<file path="config.mk">
export PLATFORM = sky130hd
export DESIGN_NAME = selection_sort_table
export DESIGN_NICKNAME = d
export VERILOG_FILES = /design/src/sv/sst_pkg.sv /design/src/sv/selection_sort_table.sv
export SDC_FILE = /design/constraint.sdc
export NUM_CORES = 1
export LEC_CHECK = 0
export ABC_AREA = 1
export BUFFER_PORTS_ARGS = -buffer_cell sky130_fd_sc_hd__buf_2
export CAP_MARGIN = 10
export CORE_ASPECT_RATIO = 1.5
export CORE_UTILIZATION = 42
export DETAILED_ROUTE_END_ITERATION = 12
export GPL_ROUTABILITY_DRIVEN = 0
export GPL_TIMING_DRIVEN = 0
export HOLD_SLACK_MARGIN = 0.02
export SLEW_MARGIN = 10
export SYNTH_ARGS = -nofsm -noshare
export SYNTH_HDL_FRONTEND = slang
export SYNTH_SLANG_ARGS = --single-unit
</file>
<file path="constraint.sdc">
create_clock -name clk_i -period 3.4 [get_ports clk_i]
set_clock_uncertainty 0.1 [all_clocks]
set_input_delay 0.51 -clock clk_i [delete_from_list [all_inputs] [get_ports clk_i]]
set_output_delay 0.51 -clock clk_i [all_outputs]
set_load 0.005 [all_outputs]
</file>
<file path="src/sv/sst_pkg.sv">
// ----------------------------------------------------------------------------
// sst_pkg: shared types and constants of the selection sort table
// Holds the record capacity, index widths and the request structs of both
// channels.
// ----------------------------------------------------------------------------
package sst_pkg;

  // Capacity of the record store.
  localparam int unsigned MaxEntries = 16;

  // Index width addresses one entry; count width also holds the full count.
  localparam int unsigned IdxW = (MaxEntries > 1) ? $clog2(MaxEntries) : 1;
  localparam int unsigned CntW = $clog2(MaxEntries + 1);

  localparam int unsigned KeyW = 9;
  localparam int unsigned PayloadW = 9;

  typedef logic [IdxW-1:0] idx_t;
  typedef logic [CntW-1:0] cnt_t;

  // One stored record.
  typedef struct packed {
    logic [KeyW-1:0]     key;
    logic [PayloadW-1:0] payload;
  } rec_t;

  // Input request.
  typedef struct packed {
    logic [KeyW-1:0]     key;
    logic [PayloadW-1:0] payload;
    logic                last_in;
  } in_req_t;

  // Output request.
  typedef struct packed {
    logic [KeyW-1:0]     sorted_key;
    logic [PayloadW-1:0] sorted_payload;
    logic                last_out;
    logic                overflow;
  } out_req_t;

endpackage

</file>
<file path="src/sv/selection_sort_table.sv">
// ----------------------------------------------------------------------------
// selection_sort_table: collects records and releases them sorted by key
// Input requests are taken only while a set is being loaded; the input is
// stalled while a set is sorted and released. Sorting is a selection sort
// with a single key comparator and the single read port of the record store.
// Each sorted record is then read from the store and offered until taken.
// Reset clears the count, the overflow flag and the sequencer; the store
// itself is not cleared.
// ----------------------------------------------------------------------------
module selection_sort_table (
  input  logic             clk_i,
  input  logic             rst_ni,
  input  logic             in_valid_i,
  output logic             in_stall_o,
  input  sst_pkg::in_req_t in_req_i,
  output logic             out_valid_o,
  input  logic             out_stall_i,
  output sst_pkg::out_req_t out_req_o
);

  typedef enum logic [6:0] {
    S_IDLE   = 7'b0000001,
    S_RDPOS  = 7'b0000010,
    S_POS    = 7'b0000100,
    S_SCAN   = 7'b0001000,
    S_WR1    = 7'b0010000,
    S_WR2    = 7'b0100000,
    S_EMIT   = 7'b1000000
  } state_e;

  // In S_EMIT the read is issued while show_q is low; show_q high marks the
  // cycles that offer the record just read.
  state_e state_q, state_d;
  logic   show_q, show_d;

  sst_pkg::cnt_t cnt_q, cnt_d;
  logic          ovf_q, ovf_d;
  sst_pkg::idx_t pos_q, pos_d;
  sst_pkg::idx_t scan_q, scan_d;
  sst_pkg::idx_t best_idx_q, best_idx_d;
  sst_pkg::idx_t out_idx_q, out_idx_d;
  sst_pkg::rec_t pos_rec_q, pos_rec_d;
  sst_pkg::rec_t best_rec_q, best_rec_d;

  // Record store with one write port and one registered read port.
  sst_pkg::rec_t store_mem [sst_pkg::MaxEntries];
  sst_pkg::rec_t rd_q;
  logic          wr_en, rd_en;
  sst_pkg::idx_t wr_addr, rd_addr;
  sst_pkg::rec_t wr_data;

  logic in_acc, out_acc;
  logic is_less;

  assign in_acc  = in_valid_i && !in_stall_o;
  assign out_acc = out_valid_o && !out_stall_i;

  // The single comparator: freshly read key against the best key so far.
  assign is_less = rd_q.key < best_rec_q.key;

  assign in_stall_o  = (state_q != S_IDLE);
  assign out_valid_o = (state_q == S_EMIT) && show_q;

  // The sorted key and payload come straight from the read register, which
  // holds while the output is stalled.
  always_comb begin
    out_req_o.sorted_key     = rd_q.key;
    out_req_o.sorted_payload = rd_q.payload;
    out_req_o.last_out       = (sst_pkg::CntW'(out_idx_q) + sst_pkg::CntW'(1)) == cnt_q;
    out_req_o.overflow       = ovf_q;
  end

  // Sequencer.
  always_comb begin
    state_d    = state_q;
    show_d     = show_q;
    cnt_d      = cnt_q;
    ovf_d      = ovf_q;
    pos_d      = pos_q;
    scan_d     = scan_q;
    best_idx_d = best_idx_q;
    out_idx_d  = out_idx_q;
    pos_rec_d  = pos_rec_q;
    best_rec_d = best_rec_q;
    wr_en      = 1'b0;
    wr_addr    = pos_q;
    wr_data    = best_rec_q;
    rd_en      = 1'b0;
    rd_addr    = pos_q;

    case (state_q)
      S_IDLE: begin
        if (in_acc) begin
          if (cnt_q < sst_pkg::CntW'(sst_pkg::MaxEntries)) begin
            wr_en           = 1'b1;
            wr_addr         = sst_pkg::IdxW'(cnt_q);
            wr_data.key     = in_req_i.key;
            wr_data.payload = in_req_i.payload;
            cnt_d           = cnt_q + sst_pkg::CntW'(1);
          end else begin
            ovf_d = 1'b1;
          end
          if (in_req_i.last_in) begin
            pos_d     = '0;
            out_idx_d = '0;
            show_d    = 1'b0;
            // A single record needs no sorting.
            if (cnt_d >= sst_pkg::CntW'(2)) begin
              state_d = S_RDPOS;
            end else begin
              state_d = S_EMIT;
            end
          end
        end
      end

      S_RDPOS: begin
        rd_en   = 1'b1;
        rd_addr = pos_q;
        state_d = S_POS;
      end

      // The record at the current position seeds the minimum search.
      S_POS: begin
        pos_rec_d  = rd_q;
        best_rec_d = rd_q;
        best_idx_d = pos_q;
        rd_en      = 1'b1;
        rd_addr    = pos_q + sst_pkg::IdxW'(1);
        scan_d     = pos_q + sst_pkg::IdxW'(1);
        state_d    = S_SCAN;
      end

      // One candidate per cycle; only a strictly smaller key replaces it.
      S_SCAN: begin
        if (is_less) begin
          best_rec_d = rd_q;
          best_idx_d = scan_q;
        end
        if ((sst_pkg::CntW'(scan_q) + sst_pkg::CntW'(1)) < cnt_q) begin
          rd_en   = 1'b1;
          rd_addr = scan_q + sst_pkg::IdxW'(1);
          scan_d  = scan_q + sst_pkg::IdxW'(1);
        end else begin
          state_d = S_WR1;
        end
      end

      // Swap, first half: the minimum goes to the current position.
      S_WR1: begin
        wr_en   = 1'b1;
        wr_addr = pos_q;
        wr_data = best_rec_q;
        state_d = S_WR2;
      end

      // Swap, second half: the displaced record goes where the minimum was.
      S_WR2: begin
        wr_en   = 1'b1;
        wr_addr = best_idx_q;
        wr_data = pos_rec_q;
        pos_d   = pos_q + sst_pkg::IdxW'(1);
        if ((sst_pkg::CntW'(pos_q) + sst_pkg::CntW'(2)) < cnt_q) begin
          state_d = S_RDPOS;
        end else begin
          show_d  = 1'b0;
          state_d = S_EMIT;
        end
      end

      // Read one sorted record, then offer it until it is taken.
      S_EMIT: begin
        if (!show_q) begin
          rd_en   = 1'b1;
          rd_addr = out_idx_q;
          show_d  = 1'b1;
        end else if (out_acc) begin
          show_d = 1'b0;
          if (out_req_o.last_out) begin
            cnt_d   = '0;
            ovf_d   = 1'b0;
            state_d = S_IDLE;
          end else begin
            out_idx_d = out_idx_q + sst_pkg::IdxW'(1);
          end
        end
      end

      default: begin
        state_d = S_IDLE;
      end
    endcase
  end

  // Control registers.
  always_ff @(posedge clk_i or negedge rst_ni) begin
    if (!rst_ni) begin
      state_q <= S_IDLE;
      show_q  <= 1'b0;
      cnt_q   <= '0;
      ovf_q   <= 1'b0;
    end else begin
      state_q <= state_d;
      show_q  <= show_d;
      cnt_q   <= cnt_d;
      ovf_q   <= ovf_d;
    end
  end

  // Index and record registers carry data only.
  always_ff @(posedge clk_i) begin
    pos_q      <= pos_d;
    scan_q     <= scan_d;
    best_idx_q <= best_idx_d;
    out_idx_q  <= out_idx_d;
    pos_rec_q  <= pos_rec_d;
    best_rec_q <= best_rec_d;
  end

  // Record store write and registered read.
  always_ff @(posedge clk_i) begin
    if (wr_en) begin
      store_mem[wr_addr] <= wr_data;
    end
    if (rd_en) begin
      rd_q <= store_mem[rd_addr];
    end
  end

  // The count never exceeds the store capacity.
  assert property (@(posedge clk_i) disable iff (!rst_ni)
    cnt_q <= sst_pkg::CntW'(sst_pkg::MaxEntries))
    else $error("record count exceeds capacity");

  // No input is taken while a sorted record is offered.
  assert property (@(posedge clk_i) disable iff (!rst_ni)
    out_valid_o |-> in_stall_o)
    else $error("input open while output is valid");

  // The minimum search never looks behind the current position.
  assert property (@(posedge clk_i) disable iff (!rst_ni)
    (state_q == S_SCAN) |-> (scan_q > pos_q) && (best_idx_q >= pos_q))
    else $error("minimum search index behind current position");

  // Taking the final sorted record reopens the input with an empty set.
  assert property (@(posedge clk_i) disable iff (!rst_ni)
    (out_acc && out_req_o.last_out) |=> (!in_stall_o && (cnt_q == '0) && !ovf_q))
    else $error("set not cleared after the final record");

  // A dropped record can only have happened with a full store.
  assert property (@(posedge clk_i) disable iff (!rst_ni)
    $rose(ovf_q) |-> (cnt_q == sst_pkg::CntW'(sst_pkg::MaxEntries)))
    else $error("overflow raised below capacity");

endmodule
</file>
==> results of run 1 <==
==> placed cells by master, fill, tap and decap left out, types with 24 or more instances in the layout <==
cell | Yosys | final
buf_2 | 53 | 74
nand3b_1 | 72 | 72
clkbuf_16 | 0 | 37
nor2_1 | 64 | 47
buf_8 | 0 | 24
inv_1 | 272 | 272
nand3_1 | 341 | 324
edfxtp_1 | 358 | 358
nand2_1 | 237 | 231
buf_4 | 4 | 38
o21ai_0 | 43 | 27
==> cell usage after synthesis, types with 2 or more instances <==
cell	number	area [um2]
a221oi_1	16	140
clkbuf_1	12	45.0
nand2_4	3	33.8
o211ai_1	5	37.5
nand2_1	237	890
buf_4	4	30.0
nor4_1	2	12.5
dfrtp_1	13	325
o31ai_1	7	52.6
nand4_1	6	37.5
o21ai_0	43	215
a21oi_2	3	26.3
inv_1	272	1020
nand3_1	341	1710
edfxtp_1	358	10800
inv_2	14	52.6
ha_1	21	263
a21oi_1	14	70.1
nand3_2	4	40.0
nand3b_1	72	541
o21ai_2	2	17.5
buf_1	6	22.5
xor2_1	9	78.8
buf_2	53	265
nor2_4	3	33.8
nand2_2	6	37.5
nor3_1	4	20.0
nor2_1	64	240
clkinv_1	2	7.51
==> worst min path at each step <==
stage               cells after the start                 to
floorplan                               0           cnt_q[0]
global placement                        1         state_q[5]
detailed placement                      1         state_q[4]
CTS                                     3  store_mem[13][10]
global route                            3  store_mem[13][10]
finish                                  3  store_mem[13][10]
==> per-layer routing <==
| metal | global-route usage, % | up-vias |
|---|---|---|
| met1 | 25.1 | 5949 |
| li1 | - | 5762 |
| met4 | 13.0 | 0 |
| met5 | 0 | - |
| met2 | 41.5 | 450 |
| met3 | 3.25 | 142 |
==> power by group through the flow <==
stage | clock network, W | logic, W | registers [W]
4_1_cts | 0.00381 | 0.00769 | 0.00663
6_report | 0.00376 | 0.00825 | 0.00664
5_1_grt | 0.00398 | 0.00885 | 0.00668
3_5_place_dp | 0 | 0.00745 | 0.00673
2_1_floorplan | 0 | 0.00433 | 0.00666
3_3_place_gp | 0 | 0.00692 | 0.00680
==> metrics by stage <==
step,instances,setup WS [ns]
detailed placement,2184,-0.520
finish,2278,0.116
floorplan,1607,0.355
CTS,2254,-0.0754
global route,2278,-0.0321
global placement,2157,-1.01
==> timing repair <==
item                                    4_1_cts  5_1_grt
hold buffers                                  1        0
endpoints found under the hold margin        13        0
buffers inserted                              5       23
gates resized for setup                      36      100
cloned                                        0        2
pin swaps                                     2       16
endpoints found under the setup margin      237      266
==> critical path: cells and delay by family, from the launching register on <==
family                     cells  cell delay, ns
DFF                            1            0.44
xor gates and xnor gates       1            0.27
adders and majority gates      1            0.29
and+or+nand+nor               13            1.52
buffers and inverters          2            0.37
==> final cells by class <==
cell class	instances	area, um2
fillers	3527	20000
flip-flops and latches	372	11100
multi-input cells	873	4980
inverters	288	1090
clock buffers	44	952
repair buffers	100	871
well taps	506	633
plain buffers	75	536
clock inverters	20	125
==> logic make-up after synthesis <==
group                    count (synthesis)
AO/OA/AOI/OAI                           94
flip-flops                             372
AND/OR/NAND/NOR                        747
adder cells (fa/ha/maj)                 21
XOR/XNOR                                 9
buffers and inverters                  364
==> flip-flops by register name, indices dropped and copies added, names as in the netlist, 4 cells and up <==
signal,flops
cnt_q,5
state_q,7
pos_q,4
best_idx_q,4
out_idx_q,4
out_req_o,18
scan_q,4
best_rec_q,18
store_mem,288
pos_rec_q,18
==> impl_metrics.csv, run 1 <==
group,metric,value,unit
outcome,status,"complete, no violations",
timing,hold_viol,0,
route,wl_met3,2520,um
clocking,htree_num_levels,2,
clocking,clk_pin_slew_worst_paths,0.06,ns
power_and_ir_drop,p_switching,0.00771,W
timing,setup_viol,0,
route,vias,12300,
final_layout,final_util,50.3,%
critical_path,rrSetupSlack,0.12,ns
global_routing,grt_max_degree,23,
final_layout,diodes,0,
yosys,yosys.area_share.simple,21.4,%
critical_path,cp_slowest_cell,"edfxtp_1",
global_routing,grt_first_pass_wirelength,70300,um
power_and_ir_drop,power.density,919,nW/um2
power_and_ir_drop,pwr-share-comb,44.3,%
route,highest_layer,"met4",
timing,period_minus_slack,3.28,ns
route,routed_wirelength,47900,um
yosys,ys_warn_count,0,
floorplanning,ioPinCount,45,
power_and_ir_drop,p_int,0.0109,W
final_layout,drive_gt1_share,17.9,%
timing,slew_viol_final,0,
yosys,synth-edff-count,358,
floorplanning,die_h,250,um
yosys,ys.flop_type,"edfxtp_1",
min_path,min_path_type,"primary input to flop",
clocking,cts_made_buffers,36,
yosys,yosys.area_share.adder,1.53,%
yosys,synth-seq-cells,372,
route,drt-initial-drc-count,992,
critical_path,start_kind,"flop",
timing,tightest_slew,1.04,ns
floorplanning,num_rows,90,
critical_path,endpoint,"out_req_o[19]",
timing,rsz0062_at_grt,"true",
power_and_ir_drop,seq_power_share,35.6,%
floorplanning,core,40300,um2
critical_path,cpPeakStageDelay,0.44,ns
job,drv_cap,0,
power_and_ir_drop,p_leak,8.30,nW
floorplanning,die-area,41700,um2
route,first_pass_iters,7,
yosys,synth_cells,1607,
floorplanning,start_util,42.6,%
timing,fin_crit_sh,96.6,%
global_routing,grt_remaining_overflow,0,
final_layout,syn_to_final_growth,18.2,%
timing,tns,0,ns
critical_path,reg2reg_from,"scan_q[0]",
placed_design,place.port_buffers,44,
global_routing,antenna_found_initial,0,
route,wl_met1,17500,um
yosys,synthDistinctLibCells,40,
timing,fmax,305,MHz
critical_path,crit_type,"flop to flop",
timing,whs,0.298,ns
route,route.met2.wl,25300,um
route,drc,0,
yosys,muxShareOfSynthArea,0,%
global_routing,grtUsageTotal,22.8,%
clocking,insertion_delay,0.54,ns
global_routing,first_global_vias,11900,
final_layout,num-nets-final,1790,
placed_design,dp_hpwl,34500,um
yosys,yosysSeqAreaShare,64.7,%
yosys,synth_top_family_by_area,"simple AND/OR/NAND/NOR gates",
yosys,syn_avg_cell_area,10.7,um2
power_and_ir_drop,power_switching_share,41.4,%
clocking,cts_sinks,372,
critical_path,end_kind,"flop",
power_and_ir_drop,power_frac_clock,20.1,%
yosys,synth-xor-area-share,0.459,%
critical_path,crit_chain,"nand3_1 > xor2_1 > ha_1 > nand2_1 > nor2_1 > nand2_1 > nand3_4 > nor2_4 > nor2_4 > buf_4 > nand2_4 > buf_6 > nand2_1 > nand3_1 > nand3_1 > nand3_1 > nand2_1",
power_and_ir_drop,vdd_drop_max,0.000379,V
placed_design,dpl_cell_area,18500,um2
route,ant_nets,0,
clocking,cts_tree,"yes",
yosys,synth_compound_area_share,3.50,%
critical_path,reg2reg_depth,17,
clocking,cts_buffer_depth,3,
final_layout,fin_area,20300,um2
critical_path,cp_max_fo,10,
power_and_ir_drop,totalPowerFinal,0.0187,W
yosys,synthArstFlopShare,3.76,%
critical_path,worstPathArrival,3.44,ns
yosys,syn_nets,1651,
critical_path,crit_start,"scan_q[0]",
route,wl_per_cell,21.0,um
yosys,synth_area,17200,um2
route,via_per_inst,5.40,
clocking,cts_root_buffer,"clkbuf_16",
critical_path,cp.required,3.56,ns
min_path,worstHoldStart,"in_req_i[11]",
timing,relSlewSlack,30.4,%
floorplanning,die_width,167,um
critical_path,reg2reg_to,"out_req_o[19]",
Note: power is estimated with default switching activity, not from simulation.
==> run 2: changes to the inputs <==
--- a/config.mk
+++ b/config.mk
@@ -7,13 +7,12 @@
 export LEC_CHECK = 0
 export ABC_AREA = 1
 export BUFFER_PORTS_ARGS = -buffer_cell sky130_fd_sc_hd__buf_2
-export CAP_MARGIN = 10
-export CORE_ASPECT_RATIO = 1.5
 export CORE_UTILIZATION = 42
 export DETAILED_ROUTE_END_ITERATION = 12
 export GPL_ROUTABILITY_DRIVEN = 0
 export GPL_TIMING_DRIVEN = 0
 export HOLD_SLACK_MARGIN = 0.02
+export MAX_ROUTING_LAYER = met4
 export SLEW_MARGIN = 10
 export SYNTH_ARGS = -nofsm -noshare
 export SYNTH_HDL_FRONTEND = slang
==> run 2 against run 1 <==
Net effect: count of clock-buffer cells in the layout rose by 3; die area barely moved; routed wire length fell by 2.7%; cell count rose by 0.66%; worst hold slack got worse by 0.060 ns; sequential share of layout area fell by 0.071 points; sequential cell count did not move; non-clock buffer count fell by 10; critical endpoint is now out_req_o[6]; highest routed layer unchanged.
==> impl_metrics.csv, run 2 (synthesis results as in run 1) <==
group,metric,value,unit
outcome,status,"complete, no violations",
timing,setup_viol,0,
final_layout,diodes,0,
timing,tightest_slew,1.00,ns
floorplanning,die-area,41700,um2
power_and_ir_drop,vdd_drop_max,0.000427,V
timing,rsz0062_at_grt,"true",
global_routing,grtUsageTotal,23.5,%
global_routing,antenna_found_initial,0,
route,via_per_inst,5.30,
global_routing,grt_first_pass_wirelength,70300,um
clocking,cts_sinks,372,
final_layout,largest_reg_flops,288,
timing,fmax,305,MHz
final_layout,mostFrequentLayoutCells,"358 x edfxtp_1, 321 x nand3_1, 272 x inv_1",
min_path,min_path_type,"primary input to flop",
critical_path,reg2reg_depth,19,
critical_path,endpoint,"out_req_o[6]",
final_layout,seq_area,11100,um2
critical_path,cp_max_fo,10,
placed_design,dp_cells,2208,
placed_design,place.port_buffers,44,
final_layout,final_util,50.8,%
critical_path,cpPeakStageDelay,0.43,ns
floorplanning,ioPinCount,45,
critical_path,path_buf_inv,2,
power_and_ir_drop,p_leak,8.31,nW
route,wl_per_cell,20.3,um
power_and_ir_drop,power.density,944,nW/um2
clocking,cts_buffer_depth,3,
route,ant_nets,0,
critical_path,crit_chain,"ha_2 > nand2_1 > nor2_1 > ha_1 > nand2_1 > nor2_1 > nand2_1 > nand3_4 > nand2_2 > nand3_4 > nand2_8 > nand2_8 > buf_8 > buf_6 > nand2_1 > nand3_1 > nand3_1 > nand3_1 > nand2_1",
critical_path,rrSetupSlack,0.12,ns
timing,fin_crit_sh,96.5,%
floorplanning,num_rows,73,
final_layout,fillCellCount,3583,
floorplanning,start_util,42.9,%
clocking,insertion_delay,0.56,ns
global_routing,grt_remaining_overflow,0,
clocking,cts_root_buffer,"clkbuf_16",
critical_path,cp.required,3.59,ns
timing,hold_viol,0,
critical_path,reg2reg_from,"scan_q[0]",
timing,slew_viol_final,0,
final_layout,syn_to_final_growth,18.4,%
min_path,worstHoldStart,"out_stall_i",
critical_path,reg2reg_to,"out_req_o[6]",
route,drt-initial-drc-count,1159,
job,drv_cap,0,
critical_path,path_depth,19,
clocking,htree_num_levels,2,
floorplanning,die_h,204,um
critical_path,critical_path.top_delay_family,"simple AND/OR/NAND/NOR gates",
final_layout,drive_gt1_share,17.6,%
global_routing,first_global_vias,11700,
route,vias,12100,
timing,period_minus_slack,3.28,ns
critical_path,start_kind,"flop",
critical_path,end_kind,"flop",
critical_path,cp_slowest_cell,"edfxtp_1",
final_layout,regMostFlops,"store_mem",
placed_design,dp_hpwl,33400,um
floorplanning,die_width,204,um
clocking,cts_made_buffers,41,
route,first_pass_iters,7,
route,drc,0,
clocking,cts_tree,"yes",
timing,relSlewSlack,33.0,%
clocking,clk_pin_slew_worst_paths,0.06,ns
critical_path,crit_start,"scan_q[0]",
route,routed_wirelength,46600,um
critical_path,worstPathArrival,3.47,ns
final_layout,finalNonFillerCells,2293,
critical_path,crit_type,"flop to flop",
final_layout,num-nets-final,1783,
final_layout,multi_input_area,4920,um2
global_routing,grt_max_degree,23,
critical_path,cpMostUsedCell,"nand2_1",
final_layout,layout_commonest_cell,"edfxtp_1",
floorplanning,core,40000,um2
-- run 2: changes by cell type in the layout (fill, tap and decap cells not counted), moves of 4 or more --
cell       delta
buf_4        -17
clkbuf_16     +4
clkbuf_4      +7
nand2_1       +4
nor2_2        +9
nor2_4       -10
-- run 2: worst register-to-register path, stage by stage (launching register included) --
cell      delay [ns]
edfxtp_1        0.43
ha_2            0.24
nand2_1         0.06
nor2_1          0.05
ha_1            0.30
nand2_1         0.07
nor2_1          0.11
nand2_1         0.12
nand3_4         0.15
nand2_2         0.10
nand3_4         0.13
nand2_8         0.10
nand2_8         0.16
buf_8           0.17
buf_6           0.17
nand2_1         0.08
nand3_1         0.09
nand3_1         0.13
nand3_1         0.16
nand2_1         0.12
-- run 2: worst min-delay path by stage --
stage / endpoint / slack (ns) / cells past startpoint
after floorplan: cnt_q[0] / 0.11 / 0
after CTS: show_q / 0.21 / 3
final: show_q / 0.24 / 3
after global routing: show_q / 0.27 / 3
after detailed placement: cnt_q[3] / 0.32 / 1
after global placement: cnt_q[3] / 0.32 / 1
-- run 2: routing by layer --
layer  track usage (%)  wire [um]  up-vias  share of wire, %
met5                 -          0        -                 0
met1              31.8      20300     5828                44
met4              9.51       1680        0               3.6
met3              3.24       3240       85               7.0
li1                  -          -     5766                 -
met2              35.5      21400      466                46
-- run 2: metrics by stage --
stage / setup TNS (ns) / worst slack (ns) / area (um2) / total power [W] / hold WS (ns)
floorplan: 0 / 0.355 / 17200 / 0.0110 / 0.114
global placement: -395.73 / -1.65 / 18000 / 0.0139 / 0.319
detailed placement: -8.99 / -0.542 / 18600 / 0.0145 / 0.318
CTS: 0 / 0.00478 / 20100 / 0.0189 / 0.213
global route: -0.165 / -0.0399 / 20300 / 0.0201 / 0.266
finish: 0 / 0.120 / 20300 / 0.0192 / 0.238
-- run 2: final cells by class --
class / count / area share, %
Sequential cell: 372 / 54.6
Multi-Input combinational cell: 871 / 24.2
Inverter: 288 / 5.38
Clock buffer: 47 / 5.16
Timing Repair Buffer: 91 / 4.05
Tap cell: 525 / 3.23
Buffer: 74 / 2.31
Clock inverter: 25 / 1.03
-- run 2: timing repair --
action	CTS	global route
setup buffers	7	7
endpoints found under the setup margin	27	300
pin swaps	3	6
gates resized for setup	32	62
hold buffers	1	0
hold endpoints to repair	14	0
-- run 2: report_power, final --
part / total [W] / switching (W) / internal [W]
Sequential: 0.00663 / 0.000273 / 0.00636
Clock: 0.00422 / 0.00178 / 0.00244
Combinational: 0.00834 / 0.00584 / 0.00250
==> run 3: changes to the inputs <==
--- a/config.mk
+++ b/config.mk
@@ -13,6 +13,7 @@
 export GPL_TIMING_DRIVEN = 0
 export HOLD_SLACK_MARGIN = 0.02
 export MAX_ROUTING_LAYER = met4
+export RECOVER_POWER = 50
 export SLEW_MARGIN = 10
 export SYNTH_ARGS = -nofsm -noshare
 export SYNTH_HDL_FRONTEND = slang
==> run 3 against run 2 <==
Net effect: routed wire length barely moved; count of clock-buffer cells in the layout did not move; die area stayed put; setup slack about the same; core utilization shrank 0.062 points; sequential cell count did not move; critical path type unchanged; critical endpoint is now out_req_o[8]; largest power group unchanged.
==> impl_metrics.csv, run 3 (synthesis results as in run 1) <==
group,metric,value,unit
outcome,status,"complete, no violations",
power_and_ir_drop,power.density,945,nW/um2
floorplanning,num_rows,73,
min_path,hold_end,"show_q",
timing,relSlewSlack,32.8,%
clocking,htree_num_levels,2,
timing,period_minus_slack,3.28,ns
final_layout,diodes,0,
power_and_ir_drop,seq_power_share,34.6,%
min_path,worstHoldStart,"out_stall_i",
route,vias,12200,
timing,setup_viol,0,
floorplanning,die-area,41700,um2
route,drt-initial-drc-count,1109,
final_layout,syn_to_final_growth,18.2,%
route,wl_per_cell,20.3,um
clocking,cts_buffer_depth,3,
timing,slew_viol_final,0,
critical_path,cp_slowest_cell,"edfxtp_1",
floorplanning,die_h,204,um
min_path,hold_depth,3,
clocking,cts_root_buffer,"clkbuf_16",
timing,rsz0062_at_grt,"true",
power_and_ir_drop,vdd_drop_max,0.000425,V
power_and_ir_drop,p_leak,8.27,nW
final_layout,layout_commonest_cell,"edfxtp_1",
critical_path,crit_type,"flop to flop",
placed_design,place.port_buffers,44,
power_and_ir_drop,power_frac_clock,22.0,%
clocking,cts_sinks,372,
route,first_pass_iters,5,
clocking,cts_made_buffers,41,
clocking,insertion_delay,0.55,ns
critical_path,path_buf_inv,3,
power_and_ir_drop,p_int,0.0113,W
floorplanning,ioPinCount,45,
route,routed_wirelength,46600,um
route,ant_nets,0,
timing,fmax,305,MHz
timing,tightest_slew,1.01,ns
critical_path,cp_max_fo,10,
final_layout,drive_gt1_share,16.7,%
timing,layout_setup_ws,0.120,ns
critical_path,worstPathArrival,3.46,ns
power_and_ir_drop,power_switching_share,41.1,%
final_layout,largest_reg_flops,288,
final_layout,regMostFlops,"store_mem",
clocking,cts_tree,"yes",
final_layout,num-nets-final,1783,
min_path,min_path_type,"primary input to flop",
global_routing,grt_max_degree,23,
final_layout,mostFrequentLayoutCells,"358 x edfxtp_1, 321 x nand3_1, 272 x inv_1",
critical_path,crit_chain,"nand3_1 > xor2_2 > ha_1 > nand2_1 > inv_1 > nand2_1 > nand3_4 > nand2_2 > nand3_4 > nand2_8 > buf_6 > buf_4 > nand3_1 > nand3_1 > nand3_1 > nand3_1 > nand2_1",
critical_path,cpMostUsedCell,"nand3_1",
global_routing,first_global_vias,11700,
clocking,clk_pin_slew_worst_paths,0.06,ns
critical_path,end_kind,"flop",
placed_design,dp_hpwl,33400,um
global_routing,grtUsageTotal,23.5,%
floorplanning,core,40000,um2
global_routing,antenna_found_initial,0,
timing,tns,0,ns
critical_path,start_kind,"flop",
critical_path,rrSetupSlack,0.12,ns
critical_path,critical_path.top_delay_family,"simple AND/OR/NAND/NOR gates",
global_routing,grt_remaining_overflow,0,
critical_path,cpPeakStageDelay,0.47,ns
global_routing,grt_first_pass_wirelength,70300,um
floorplanning,die_width,204,um
final_layout,fillCellCount,3595,
critical_path,reg2reg_depth,17,
route,drc,0,
power_and_ir_drop,pwr-share-comb,43.4,%
critical_path,cp.required,3.58,ns
route,via_per_inst,5.30,
power_and_ir_drop,p_switching,0.00789,W
floorplanning,start_util,42.9,%
critical_path,reg2reg_to,"out_req_o[8]",
timing,hold_viol,0,
placed_design,place_ws,-0.542,ns
job,drv_cap,0,
critical_path,reg2reg_from,"scan_q[2]",
timing,fin_crit_sh,96.5,%
==> run 3: cell types whose count changed in the layout (fill, tap and decap cells not counted) <==
| cell | previous run | this run |
|---|---|---|
| nand2_2 | 7 | 4 |
| clkbuf_1 | 12 | 26 |
| buf_2 | 76 | 62 |
| nand2_1 | 235 | 238 |
==> run 3: worst min-delay path: cells and delay by family <==
kind | cells | cell delay [ns]
AOI/OAI and AO/OA | 1 | 0.14
and+or+nand+nor | 1 | 0.10
buffers and inverters | 1 | 0.09
==> run 3: power by group through the flow <==
stage | clock (W) | combinational [W] | sequential [W]
after detailed placement | 0 | 0.00776 | 0.00672
final | 0.00422 | 0.00832 | 0.00663
after floorplan | 0 | 0.00433 | 0.00666
after global routing | 0.00444 | 0.00898 | 0.00668
after CTS | 0.00428 | 0.00800 | 0.00663
after global placement | 0 | 0.00708 | 0.00682
==> run 3: what timing repair did <==
item,in CTS,in global routing
resized for setup,32,62
hold endpoints to repair,14,0
endpoints found under the setup margin,27,300
pin swaps,3,6
buffers inserted,7,7
cloned,0,0
hold buffers,1,0
==> run 3: worst max-delay path by stage <==
stage                     from               end  slack [ns]  cells past startpoint
global route         scan_q[0]     out_req_o[10]       -0.04                     18
floorplan           state_q[0]   store_mem[1][0]        0.36                     10
CTS                  scan_q[0]     out_req_o[15]       0.005                     18
finish               scan_q[2]      out_req_o[8]        0.12                     17
detailed placement   scan_q[0]     out_req_o[13]       -0.54                     17
global placement    state_q[0]  store_mem[4][10]       -1.65                      7
==> run 3: area by class of cell <==
| type | instances | area [um2] | share of cell area, % |
|---|---|---|---|
| Sequential cell | 372 | 11100 | 54.7 |
| Multi-Input combinational cell | 871 | 4910 | 24.2 |
| Inverter | 288 | 1090 | 5.38 |
| Clock buffer | 47 | 1050 | 5.17 |
| Timing Repair Buffer | 91 | 806 | 3.97 |
| Tap cell | 525 | 657 | 3.24 |
| Buffer | 74 | 469 | 2.31 |
| Clock inverter | 25 | 209 | 1.03 |
==> run 3: through the flow <==
stage               hold WS (ns)  instances  area (um2)  power [W]  utilization [%]
floorplan                  0.114       1607       17200     0.0110                -
global placement           0.319       2176       18000     0.0139             45.1
detailed placement         0.318       2208       18600     0.0145             46.5
CTS                        0.213       2288       20100     0.0189             50.1
global route               0.266       2293       20300     0.0201             50.7
finish                     0.235       2293       20300     0.0192             50.7
==> run 3: per-layer routing <==
| metal | up-vias | part of all wire (%) | GRT usage, % |
|---|---|---|---|
| met3 | 90 | 7.4 | 3.24 |
| met1 | 5839 | 43 | 31.8 |
| li1 | 5769 | - | - |
| met5 | - | 0 | - |
| met2 | 459 | 46 | 35.5 |
| met4 | 0 | 3.7 | 9.51 |
